`config.mk`:
```
export PLATFORM = sky130hd
export DESIGN_NAME = line_edit_buffer_with_cursor
export DESIGN_NICKNAME = d
export VERILOG_FILES = /design/src/rtl/leb_pkg.sv /design/src/rtl/leb_ram.sv /design/src/rtl/leb_seq.sv /design/src/rtl/line_edit_buffer_with_cursor.sv
export SDC_FILE = /design/constraint.sdc
export NUM_CORES = 2
export LEC_CHECK = 0
export BUFFER_PORTS_ARGS = -buffer_cell sky130_fd_sc_hd__buf_2
export CORE_UTILIZATION = 55
export CTS_BUF_LIST = sky130_fd_sc_hd__clkbuf_4
export CTS_CLUSTER_DIAMETER = 100
export DETAILED_ROUTE_END_ITERATION = 16
export HOLD_SLACK_MARGIN = 0.12
export PLACE_DENSITY = 0.71
export SYNTH_ARGS = -nofsm -noshare
export SYNTH_HDL_FRONTEND = slang
export SYNTH_SLANG_ARGS = --single-unit
```
`constraint.sdc`:
```
create_clock -name clk -period 4.6 [get_ports clk]
set_clock_uncertainty 0.2 [all_clocks]
set_input_delay 0 -clock clk [delete_from_list [all_inputs] [get_ports clk]]
set_output_delay 0 -clock clk [all_outputs]
set_load 0.005 [all_outputs]
```
`src/rtl/leb_pkg.sv`:
```
package leb_pkg;

    // Capacity of the text store in characters.
    localparam int DEPTH = 128;

    localparam int IDX_W = (DEPTH > 1) ? $clog2(DEPTH) : 1;
    localparam int CNT_W = $clog2(DEPTH + 1);
    localparam int CMP_W = (CNT_W > 7) ? CNT_W : 7;

    typedef enum logic [2:0] {
        K_FWD   = 3'd0,
        K_BACK  = 3'd1,
        K_END   = 3'd2,
        K_START = 3'd3,
        K_INS   = 3'd4,
        K_DEL   = 3'd5,
        K_READ  = 3'd6
    } kind_t;

    typedef struct packed {
        logic [2:0] kind;
        logic [7:0] char_in;
        logic [6:0] read_index;
    } cmd_t;

    typedef struct packed {
        logic [7:0] length_now;
        logic [7:0] cursor_now;
        logic [7:0] char_out;
        logic       overflow;
    } res_t;

    typedef struct packed {
        logic             we;
        logic [IDX_W-1:0] waddr;
        logic [7:0]       wdata;
        logic             re;
        logic [IDX_W-1:0] raddr;
    } ram_req_t;

endpackage

```
`src/rtl/leb_ram.sv`:
```
module leb_ram #(
    parameter int DATA_W  = 8,
    parameter int N_WORDS = 128
) (
    input  logic                                          clk,
    input  logic                                          we,
    input  logic [((N_WORDS > 1) ? $clog2(N_WORDS) : 1)-1:0] waddr,
    input  logic [DATA_W-1:0]                             wdata,
    input  logic                                          re,
    input  logic [((N_WORDS > 1) ? $clog2(N_WORDS) : 1)-1:0] raddr,
    output logic [DATA_W-1:0]                             rdata
);

    logic [DATA_W-1:0] mem_reg [N_WORDS];
    logic [DATA_W-1:0] rdata_reg;

    always_ff @(posedge clk)
    begin
        if (we)
        begin
            mem_reg[waddr] <= wdata;
        end
        if (re)
        begin
            rdata_reg <= mem_reg[raddr];
        end
    end

    assign rdata = rdata_reg;

endmodule

```
`src/rtl/leb_seq.sv`:
```
module leb_seq
    import leb_pkg::*;
(
    input  logic       clk,
    input  logic       rst_n,
    input  cmd_t       cmd,
    input  logic       cmd_valid,
    output logic       cmd_stall,
    output res_t       fin,
    output logic       fin_valid,
    input  logic       fin_take,
    output ram_req_t   ram,
    input  logic [7:0] rdata
);

    typedef enum logic [4:0] {
        S_IDLE = 5'b00001,
        S_RD   = 5'b00010,
        S_WR   = 5'b00100,
        S_PUT  = 5'b01000,
        S_DONE = 5'b10000
    } state_t;

    state_t           state_reg, state_next;
    logic [CNT_W-1:0] length_reg, length_next;
    logic [CNT_W-1:0] cursor_reg, cursor_next;
    logic [IDX_W-1:0] ptr_reg, ptr_next;
    logic             ins_reg, ins_next;
    logic [7:0]       ch_reg, ch_next;
    logic             hit_reg, hit_next;
    logic             ovf_reg, ovf_next;

    always_comb
    begin
        state_next  = state_reg;
        length_next = length_reg;
        cursor_next = cursor_reg;
        ptr_next    = ptr_reg;
        ins_next    = ins_reg;
        ch_next     = ch_reg;
        hit_next    = hit_reg;
        ovf_next    = ovf_reg;
        ram         = '0;
        case (state_reg)
            S_IDLE:
            begin
                if (cmd_valid)
                begin
                    hit_next   = 1'b0;
                    ovf_next   = 1'b0;
                    ins_next   = 1'b0;
                    ch_next    = cmd.char_in;
                    state_next = S_DONE;
                    case (cmd.kind)
                        K_FWD:
                        begin
                            if (cursor_reg < length_reg)
                            begin
                                cursor_next = cursor_reg + 1'b1;
                            end
                        end
                        K_BACK:
                        begin
                            if (cursor_reg != '0)
                            begin
                                cursor_next = cursor_reg - 1'b1;
                            end
                        end
                        K_END:
                        begin
                            cursor_next = length_reg;
                        end
                        K_START:
                        begin
                            cursor_next = '0;
                        end
                        K_INS:
                        begin
                            ins_next = 1'b1;
                            if (length_reg == CNT_W'(DEPTH))
                            begin
                                ovf_next = 1'b1;
                            end
                            else if (length_reg > cursor_reg)
                            begin
                                // Shift the tail right starting from the last character.
                                ptr_next   = IDX_W'(length_reg - 1'b1);
                                state_next = S_RD;
                            end
                            else
                            begin
                                state_next = S_PUT;
                            end
                        end
                        K_DEL:
                        begin
                            if (cursor_reg < length_reg)
                            begin
                                if (cursor_reg + 1'b1 < length_reg)
                                begin
                                    ptr_next   = IDX_W'(cursor_reg + 1'b1);
                                    state_next = S_RD;
                                end
                                else
                                begin
                                    length_next = length_reg - 1'b1;
                                end
                            end
                        end
                        K_READ:
                        begin
                            if (CMP_W'(cmd.read_index) < CMP_W'(length_reg))
                            begin
                                hit_next   = 1'b1;
                                ptr_next   = IDX_W'(cmd.read_index);
                                state_next = S_RD;
                            end
                        end
                        default:
                        begin
                        end
                    endcase
                end
            end
            S_RD:
            begin
                ram.re     = 1'b1;
                ram.raddr  = ptr_reg;
                state_next = hit_reg ? S_DONE : S_WR;
            end
            S_WR:
            begin
                ram.we    = 1'b1;
                ram.wdata = rdata;
                if (ins_reg)
                begin
                    ram.waddr = ptr_reg + 1'b1;
                    if (CNT_W'(ptr_reg) == cursor_reg)
                    begin
                        state_next = S_PUT;
                    end
                    else
                    begin
                        ptr_next   = ptr_reg - 1'b1;
                        state_next = S_RD;
                    end
                end
                else
                begin
                    ram.waddr = ptr_reg - 1'b1;
                    if (CNT_W'(ptr_reg) + 1'b1 == length_reg)
                    begin
                        length_next = length_reg - 1'b1;
                        state_next  = S_DONE;
                    end
                    else
                    begin
                        ptr_next   = ptr_reg + 1'b1;
                        state_next = S_RD;
                    end
                end
            end
            S_PUT:
            begin
                ram.we      = 1'b1;
                ram.waddr   = IDX_W'(cursor_reg);
                ram.wdata   = ch_reg;
                length_next = length_reg + 1'b1;
                cursor_next = cursor_reg + 1'b1;
                state_next  = S_DONE;
            end
            S_DONE:
            begin
                if (fin_take)
                begin
                    state_next = S_IDLE;
                end
            end
            default:
            begin
                state_next = S_IDLE;
            end
        endcase
    end

    always_ff @(posedge clk or negedge rst_n)
    begin
        if (!rst_n)
        begin
            state_reg  <= S_IDLE;
            length_reg <= '0;
            cursor_reg <= '0;
        end
        else
        begin
            state_reg  <= state_next;
            length_reg <= length_next;
            cursor_reg <= cursor_next;
        end
    end

    always_ff @(posedge clk)
    begin
        ptr_reg <= ptr_next;
        ins_reg <= ins_next;
        ch_reg  <= ch_next;
        hit_reg <= hit_next;
        ovf_reg <= ovf_next;
    end

    assign cmd_stall      = (state_reg != S_IDLE);
    assign fin_valid      = (state_reg == S_DONE);
    assign fin.length_now = 8'(length_reg);
    assign fin.cursor_now = 8'(cursor_reg);
    // The read data register is only loaded in the read state, so it holds while done waits.
    assign fin.char_out   = hit_reg ? rdata : 8'd0;
    assign fin.overflow   = ovf_reg;

`ifndef SYNTH
    a_cursor_in_text: assert property (@(posedge clk) disable iff (!rst_n)
        cursor_reg <= length_reg)
        else $error("cursor beyond text length");

    a_length_in_range: assert property (@(posedge clk) disable iff (!rst_n)
        length_reg <= CNT_W'(DEPTH))
        else $error("text length beyond capacity");

    a_one_port_op: assert property (@(posedge clk) disable iff (!rst_n)
        !(ram.we && ram.re))
        else $error("store read and written in the same cycle");

    a_shift_keeps_length: assert property (@(posedge clk) disable iff (!rst_n)
        (state_reg == S_RD) |=> $stable(length_reg) && $stable(cursor_reg))
        else $error("length or cursor changed during a store read");
`endif

endmodule

```
`src/rtl/line_edit_buffer_with_cursor.sv`:
```
// Channel  Direction  Handshake              Word
// cmd      in         cmd_valid / cmd_stall  cmd_t: kind, char_in, read_index
// res      out        res_valid / res_stall  res_t: length_now, cursor_now, char_out, overflow
//
// Cursor moves, unused kinds, rejected inserts and reads past the text go from idle straight
// to done; other reads pass one store read, deletes a read and a write per character after
// the deleted one, and inserts a read and a write per character behind the cursor, then a put.
// The tail shift is bound by the single port pair of the text store: one read, then one write.
// Reset clears length, cursor and the sequencer; the text store is not cleared.
// A stalled result sits in the output register while the next command is taken in.
module line_edit_buffer_with_cursor
    import leb_pkg::*;
(
    input  logic clk,
    input  logic rst_n,
    input  cmd_t cmd,
    input  logic cmd_valid,
    output logic cmd_stall,
    output res_t res,
    output logic res_valid,
    input  logic res_stall
);

    res_t       fin;
    logic       fin_valid;
    logic       fin_take;
    ram_req_t   ram;
    logic [7:0] rdata;

    res_t       res_reg, res_next;
    logic       res_valid_reg, res_valid_next;

    leb_seq u_seq (
        .clk       (clk),
        .rst_n     (rst_n),
        .cmd       (cmd),
        .cmd_valid (cmd_valid),
        .cmd_stall (cmd_stall),
        .fin       (fin),
        .fin_valid (fin_valid),
        .fin_take  (fin_take),
        .ram       (ram),
        .rdata     (rdata)
    );

    leb_ram #(
        .DATA_W  (8),
        .N_WORDS (DEPTH)
    ) u_ram (
        .clk   (clk),
        .we    (ram.we),
        .waddr (ram.waddr),
        .wdata (ram.wdata),
        .re    (ram.re),
        .raddr (ram.raddr),
        .rdata (rdata)
    );

    assign fin_take = fin_valid && (!res_valid_reg || !res_stall);

    always_comb
    begin
        res_next       = res_reg;
        res_valid_next = res_valid_reg;
        if (fin_take)
        begin
            res_next       = fin;
            res_valid_next = 1'b1;
        end
        else if (!res_stall)
        begin
            res_valid_next = 1'b0;
        end
    end

    always_ff @(posedge clk or negedge rst_n)
    begin
        if (!rst_n)
        begin
            res_valid_reg <= 1'b0;
        end
        else
        begin
            res_valid_reg <= res_valid_next;
        end
    end

    always_ff @(posedge clk)
    begin
        res_reg <= res_next;
    end

    assign res       = res_reg;
    assign res_valid = res_valid_reg;

endmodule
```
==> results.ini <==
[status]
status = complete, no violations

[job]
max-cap-violations = 0

[timing]
fin_tns_setup_ns = 0
drv_slew = 0
rsz0062_at_grt = no
hold_viol_final = 0
fin_crit_sh_pct = 95.0
maxSlewHeadroom_pct = 6.33
worst_pin_slew_ns = 1.39
max_freq_mhz = 229
fin_crit_ns = 4.37
setup_viol = 0

[power]
p_per_area_mw_per_mm2 = 411
swShare_pct = 24.4
clock_power_share_pct = 38.3
p_sw_w = 0.00521
comb_power_share_pct = 9.3
p_int_w = 0.0161
finalPower_w = 0.0213
ir_worst_vdd_mv = 0.223
pwr-share-seq_pct = 52.3
p_leak_nw = 18.5

[detailed_routing]
dr.pass1.iters = 7
vias = 29500
ant_nets = 0
drtIter0Drc = 3641
wl_um = 128000
via_per_inst = 6.41
drc_errors = 0
post_drt_wl_per_cell_um = 27.8

[floorplan]
core_mm2 = 0.0820
start_util_pct = 55.6
fp.dieH_um = 290
pin_count = 49
rows = 105
die_w_um = 290
die_area_mm2 = 0.0840

[clocking]
cts_resized = 0
cts_buffers = 295
clk_pin_slew_worst_paths_ns = 0.07
cts_root_buf = clkbuf_4
clkSinkCount = 1097
cts_tree = done
htree_levels = 5
clockBufferDepth = 4
clock_latency_ns = 1.15

[cells_and_area]
regArea_mm2 = 0.0328
syn_to_final_growth_pct = 13.9
fillers = 5951
multiInputGateArea_mm2 = 0.0117
drive_gt1_share_pct = 23.1
largest_register_ffs = 1024
final_nets = 3398
final_area_mm2 = 0.0519

[critical_path]
worstSetupStartpoint = u_seq.length_reg[1]$_DFFE_PN0P_
cp.required_ns = 5.18
r2r-start = u_seq.length_reg[1]$_DFFE_PN0P_
crit_arrival_ns = 4.95
crit_fanout = 8
critPathKind = reg -> reg
end_kind = flip-flop
crit_path_start_kind = flip-flop

[place]
dp_hpwl_um = 80400
routabilityCongestion = 0.987
placed_cell_area_mm2 = 0.0477
port_buffers = 48

[synth]
netlist_area_mm2 = 0.0456
synth_edf_count = 1075
yosys-top-cells-area = edfxtp_1, mux4_2, mux2i_1
yosysWarnings = 0
synthArstFlopShare_pct = 2.01
synth_cell_types = 87
seq_area_frac_synth_pct = 72.1
yosysTopAreaCellShare_pct = 70.9
synth_nets = 2993
synth_ff_type = edfxtp_1
syn_area_per_cell_um2 = 15.5
syn_inst = 2941
synth_top_area_cell = edfxtp_1
synth_seq_cells = 1097

[grt]
antenna_found_initial = 4
grt_use_total_pct = 30.6
first_global_vias = 29700
overflow = 0
grt_pass1_wl_um = 189000
grt_max_degree = 104

[min_path]
hold_path_class = in -> async

area by class of cell:
class / count / area share [%]
inverter: 36 / 0.261
antenna: 4 / 0.0193
clock buffer: 413 / 5.98
multi-input combinational: 1627 / 22.6
clock inverter: 70 / 0.741
timing repair buffer: 289 / 4.53
tap: 1070 / 2.58
sequential: 1097 / 63.3
worst max-delay path, stage by stage (launching register included):
cell and delay, ns:
dfrtp_1 0.65, inv_1 0.30, ha_1 0.36, a21o_1 0.10, dlygate4sd3_1 0.53, a21o_1 0.11
a31oi_1 0.08, dlygate4sd3_1 0.59, o311ai_0 0.48, o41ai_1 0.24, o2bb2ai_1 0.36
synth_stat cells (all sizes together) (24+ instances only):
library cell and n:
edfxtp 1075, mux4 88, inv 33, buf 102
a21oi 114, a31oi 56, a211oi 24, mux2i 138
o21ai 110, and3 30, nor3 53, clkbuf 79
mux2 39, nand2 224, ha 30, xnor2 38
o22ai 46, nand3 79, nor2 251, o221ai 39
power by group through the flow:
stage | Combinational [W] | Clock (W) | Sequential [W]
final | 0.00198 | 0.00817 | 0.0111
after detailed placement | 0.00184 | 0 | 0.0114
after global routing | 0.00213 | 0.00881 | 0.0112
after floorplan | 0.00131 | 0 | 0.0113
after CTS | 0.00194 | 0.00828 | 0.0111
after global placement | 0.00182 | 0 | 0.0114
kinds of logic after synthesis:
kind of cell               count (synthesis)  synth area share [%]
DFF                                     1097                  72.1
buffers and inverters                    217                  2.39
adders and majority gates                 30                 0.824
and+or+nand+nor                          730                  7.30
AOI/OAI and AO/OA                        557                  8.19
muxes                                    265                  8.35
xor gates and xnor gates                  45                 0.895
metal layers:
layer	share of wire [%]	vias up	global-route usage, %
met4	5.3	2	16.5
met3	12	391	8.42
met5	0.011	-	0
met1	37	14500	39.9
li1	-	12600	-
met2	46	2070	47.1
worst paths after layout:
| path | endpoint | slack, ns | depth (start not counted) |
|---|---|---|---|
| worst min register to register | res[0]$_DFFE_PP_ | 0.23 | 0 |
| max in group asynchronous | u_seq.state_reg[0]$_DFFE_PN1P_ | 3.72 | 5 |
| worst max register to register | u_seq.ptr_reg[0]$_DFFE_PP_ | 0.23 | 10 |
| worst min-delay path | u_seq.length_reg[2]$_DFFE_PN0P_ | 0.20 | 5 |
| min in group clk | res[0]$_DFFE_PP_ | 0.23 | 0 |
| worst max-delay path | u_seq.ptr_reg[0]$_DFFE_PP_ | 0.23 | 10 |
through the flow:
step                cells  hold slack (ns)  setup WS, ns  util, %
finish               4606            0.199         0.230     63.3
detailed placement   4054           -0.149         0.605     58.2
global route         4605            0.165         0.129     63.3
CTS                  4602            0.142         0.280     63.3
floorplan            2941           -0.496         0.789        -
global placement     4054           -0.151         0.571     58.2
cell usage in the layout (no fill, tap or decap), types with 46 or more instances in the layout:
cell and count:
mux4_2 88, a31oi_1 56, nor2_1 247, nand2_1 221, clkinv_1 57, o21ai_0 106
nand3_1 77, mux2i_1 138, edfxtp_1 1075, nor3_1 52, buf_2 48, buf_4 166
a21oi_1 113, clkbuf_4 413, dlygate4sd3_1 64, o22ai_1 46
repair_timing:
item                                   CTS  global route
buffers inserted                         0             0
hold buffers                            65             0
endpoints found under the hold margin  104             0
Power figures use the tool's default switching activity.
